$ cat config.mk
export PLATFORM = sky130hd
export DESIGN_NAME = pts_ram
export DESIGN_NICKNAME = d
export VERILOG_FILES = /design/src/assert_macros.svh /design/src/pts_ram.sv
export SDC_FILE = /design/constraint.sdc
export NUM_CORES = 1
export LEC_CHECK = 0
export BUFFER_PORTS_ARGS = -buffer_cell sky130_fd_sc_hd__buf_2
export CAP_MARGIN = 30
export CORE_UTILIZATION = 45
export CTS_CLUSTER_DIAMETER = 40
export DETAILED_ROUTE_END_ITERATION = 8
export PLACE_DENSITY = 0.63
export SYNTH_ARGS = -nofsm -noshare
export SYNTH_HDL_FRONTEND = slang
export SYNTH_SLANG_ARGS = --single-unit
$ cat constraint.sdc
create_clock -name clk -period 1.84 [get_ports clk]
set_input_delay 0.276 -clock clk [delete_from_list [all_inputs] [get_ports clk]]
set_output_delay 0.276 -clock clk [all_outputs]
set_load 0.01 [all_outputs]
$ cat src/assert_macros.svh
// Assertion macros shared by the scheduler RTL.
// Depends on nothing; included by files that carry concurrent assertions.
`ifndef ASSERT_MACROS_SVH
`define ASSERT_MACROS_SVH

// Same-cycle implication, disabled during reset.
`define PTS_ASSERT_IMPLY(label, clk, rst_n, ante, cons) \
    label: assert property (@(posedge clk) disable iff (!rst_n) (ante) |-> (cons)) \
        else $error("scheduler assertion failed: same-cycle implication");

// Next-cycle implication, disabled during reset.
`define PTS_ASSERT_NEXT(label, clk, rst_n, ante, cons) \
    label: assert property (@(posedge clk) disable iff (!rst_n) (ante) |=> (cons)) \
        else $error("scheduler assertion failed: next-cycle implication");

`endif

$ cat src/pts_ram.sv
// Generic single-write, single-read RAM with a registered read port.
// Depends on nothing.
`default_nettype none

module pts_ram #(
    parameter int WIDTH = 8,
    parameter int DEPTH = 64
) (
    input  wire logic                     clk,
    input  wire logic                     we,
    input  wire logic [$clog2(DEPTH)-1:0] waddr,
    input  wire logic [WIDTH-1:0]         wdata,
    input  wire logic [$clog2(DEPTH)-1:0] raddr,
    output logic      [WIDTH-1:0]         rdata
);
    logic [WIDTH-1:0] mem [DEPTH];

    always_ff @(posedge clk)
    begin
        if (we)
        begin
            mem[waddr] <= wdata;
        end
        rdata <= mem[raddr];
    end
endmodule

`default_nettype wire

==> summary.txt <==
Floorplanning
  • Die Ht: 214 µm
  • FP Rows: 77
  • Core area: 44200 µm²
  • DIE AREA: 45700 µm²
  • Initial Util: 45.6%
  • I/O Pins: 30
  • Chip width: approximately 210 µm

Cells and area
  • Nets: 1176
  • Share of layout cells above drive strength 1: 37.8%
  • FF+latch area: 15500 µm²
  • Area taken by multi-input logic gates: 4400 µm²
  • Cell area after layout: between 20000 and 25000 µm²
  • Layout area overhead: 21.2%
  • # fillers: 3324

Drt
  • Routed len/inst: 25.3 µm
  • Violation count after the first detailed-route iteration: 914
  • WL final: between 40000 and 50000 µm
  • Vias: 10100
  • DRT Pass-1 Iters: 5
  • WL met1: around 21000 µm
  • Top sig layer: met5
  • Metal2 WL: 21000 µm
  • Post-route DRC: 0
  • Met3 wire length: approximately 3000 µm
  • Vias/cell: approximately 5.6
  • Post-route ant nets: 0

Clock network
  • Clock latency on the worst-skew pair: roughly 610 ps
  • Longest Clk Path Bufs: 3
  • Total CTS buffers: 61
  • Hold-fix buffers at CTS: 0
  • Clock sink count: 520
  • Clock slew at reported path FFs: ~60 ps
  • H-tree levels: 2
  • TritonCTS clock tree: done
  • Setup Buffers After CTS: 0
  • Root buf cell: clkbuf_16

Logic synthesis
  • Post-Syn Area: ~20000 µm²
  • Number of synthesized flops with an enable pin: 512
  • Syn avg cell area: 21.5 µm²
  • Synth cell types: 40
  • Register area share after synthesis: between 70% and 80%
  • Post-synth top flop: edfxtp_1
  • Warnings, synthesis: 0
  • Async set-reset flop share out of synthesis: 0%
  • Syn Nets: about 960
  • Number of synthesized register bits: 520
  • Syn Inst Count: 940

Timing
  • Count of final setup violators: 2
  • Least-Margin Pin Slew: 726 ps
  • RSZ-0062 raised after global routing: true
  • Setup TNS: -108 ps
  • Worst-case clock skew: 13.2 ps
  • Fmax: 526 MHz
  • Final hold vios: 0
  • Final setup margin: -61.7 ps
  • Final max-slew violation count: 0
  • Fin crit share: 103%
  • Final min period: 1900 ps
  • Slew margin rel.: 51.6%

Min path
  • Hold path cells: 3
  • WHS Endpoint: rdata[2]$_DFF_P_
  • HP Class: primary input to register
  • Hold path start: raddr[5]

Global routing
  • Vias in the first global route: a little over 10000
  • GRT Total Usage: around a fifth
  • First-pass GRT wire length: 67700 µm
  • Largest net degree at the start of global routing: between 60 and 70
  • Initial antenna violation count: 2
  • Remaining Overflow, GRT: 0

Worst setup path
  • Worst r2r src: mem[11][2]$_DFFE_PP_
  • R2R setup slack: -60 ps
  • Reg2reg end: rdata[2]$_DFF_P_
  • Slowest-stage cell, CP: mux4_2
  • CP Class: register to register
  • Crit path max-delay family: multiplexers
  • Worst Path Required: 2340 ps
  • Most used cell, CP: mux4_2
  • Crit-path max FO: 1
  • WP buf/inv: 0
  • CP Launch Type: register
  • Arr. time, crit path: 2400 ps
  • Setup crit end kind: register
  • Crit-path cells: mux4_2, mux4_2, nor2_2, nor3_2, o2bb2ai_1
  • Crit path largest cell delay: 570 ps
  • Reg2Reg Depth: 5

Place
  • Post-DP Area: around 22000 µm²
  • Pre-CTS WS: -548 ps
  • IO buf count: 29
  • DP HPWL: 29500 µm
  • RePlAce Congestion: 0.830

Status
  • Failing checks: setup timing
  • Status: finished, violations left

Pwr
  • Power per Cell Area: 1100 nW/µm²
  • VDD IR max: around 700 µV
  • LEAKAGE: 8.05 nW
  • Power consumption: around 27 mW

Flow run
  • Number of max-cap violations: 0
repair_timing:
item	CTS	global route
hold endpoints to repair	0	0
pin swaps	2	1
resized for setup	11	7
endpoints found under the setup margin	4	7
cell families (layout without fill, tap and decap cells):
family,count (synthesis),after routing,synth area share [%]
simple gates,153,153,3.39
flops,520,520,77.0
buf+inv,51,315,1.57
other cells,0,1,0
compound gates,54,54,2.07
mux,162,162,15.9
cell type report:
class / count / share of cell area [%]
flip-flops and latches: 520 / 63.6
multi-input cells: 369 / 18.0
repair buffers: 202 / 6.78
clock buffers: 69 / 6.58
well taps: 592 / 3.03
clock inverters: 44 / 2.06
diodes: 1 / 0.0102
worst max path at each step:
| stage | from | endpoint | slack (ps) | cells past startpoint |
|---|---|---|---|---|
| 2_1_floorplan | raddr[0] | rdata[3]$_DFF_P_ | 0.8 | 8 |
| 4_1_cts | mem[11][2]$_DFFE_PP_ | rdata[2]$_DFF_P_ | -30 | 5 |
| 6_report | mem[11][2]$_DFFE_PP_ | rdata[2]$_DFF_P_ | -60 | 5 |
| 5_1_grt | mem[7][2]$_DFFE_PP_ | rdata[2]$_DFF_P_ | -80 | 5 |
| 3_3_place_gp | raddr[0] | rdata[3]$_DFF_P_ | -540 | 7 |
| 3_5_place_dp | raddr[0] | rdata[4]$_DFF_P_ | -550 | 7 |
flip-flops by register name, indices dropped and copies added (netlist names):
name	flops
mem	512
rdata	8
cells in the final DEF (no fill, tap or decap), types with 4 or more instances in the layout:
master and n:
edfxtp_1 512, buf_4 159, mux4_2 126, nor2_1 80, clkbuf_16 62, buf_2 26, mux2i_1 23, nand2_1 19
buf_12 16, nor2b_1 14, nand3_1 13, mux2_2 10, clkinvlp_4 9, o221ai_1 8, o22ai_1 8, clkinv_1 8
bufinv_16 8, dfxtp_1 8, nand2b_1 7, clkinv_2 6, inv_6 6, a211oi_1 4, nor3_1 4, clkbuf_1 4
clkbuf_8 4
per-stage QoR:
step | hold WS (ps) | instances | util, %
2_1_floorplan | 375 | 940 | -
3_3_place_gp | 702 | 1681 | 50.2
3_5_place_dp | 704 | 1684 | 50.3
4_1_cts | 81.7 | 1796 | 55.2
5_1_grt | 122 | 1796 | 55.3
6_report | 123 | 1797 | 55.3
synthesized netlist by cell type (3+ instances only):
master	n	area (µm²)
dfxtp_1	8	160
mux4_2	126	2840
o2111ai_1	3	26.3
a21oi_1	3	15.0
nor2b_1	14	87.6
a22oi_1	3	22.5
buf_6	4	45.0
buf_1	4	15.0
nand2b_1	7	43.8
nor3_1	7	35.0
edfxtp_1	512	15400
clkbuf_1	17	63.8
mux2_2	13	146
a221oi_1	6	52.6
nand2_1	19	71.3
nand3b_1	3	22.5
buf_4	13	97.6
buf_2	11	55.1
nand3_1	13	65.1
o22ai_1	8	50.1
mux2i_1	23	230
o221ai_1	8	70.1
a211oi_1	4	30.0
nor2_1	83	312
o2bb2ai_1	3	26.3
worst register-to-register path: stages, from the launching register on:
cell and delay (ps):
edfxtp_1 370, mux4_2 500, mux4_2 570, nor2_2 150
nor3_2 70, o2bb2ai_1 140
per-layer routing:
metal | GRT usage [%] | vias to the layer above
met2 | 31.5 | 352
met4 | 5.22 | 4
met1 | 31.3 | 5343
met3 | 3.85 | 70
met5 | 0 | -
li1 | - | 4372
where the power goes:
| part | total (mW) | internal, mW | switching, mW |
|---|---|---|---|
| logic | 1.42 | 0.615 | 0.801 |
| clock network | 12.3 | 7.47 | 4.84 |
| registers | 13.2 | 13.1 | 0.0402 |
Note: power is estimated with default switching activity, not from simulation.
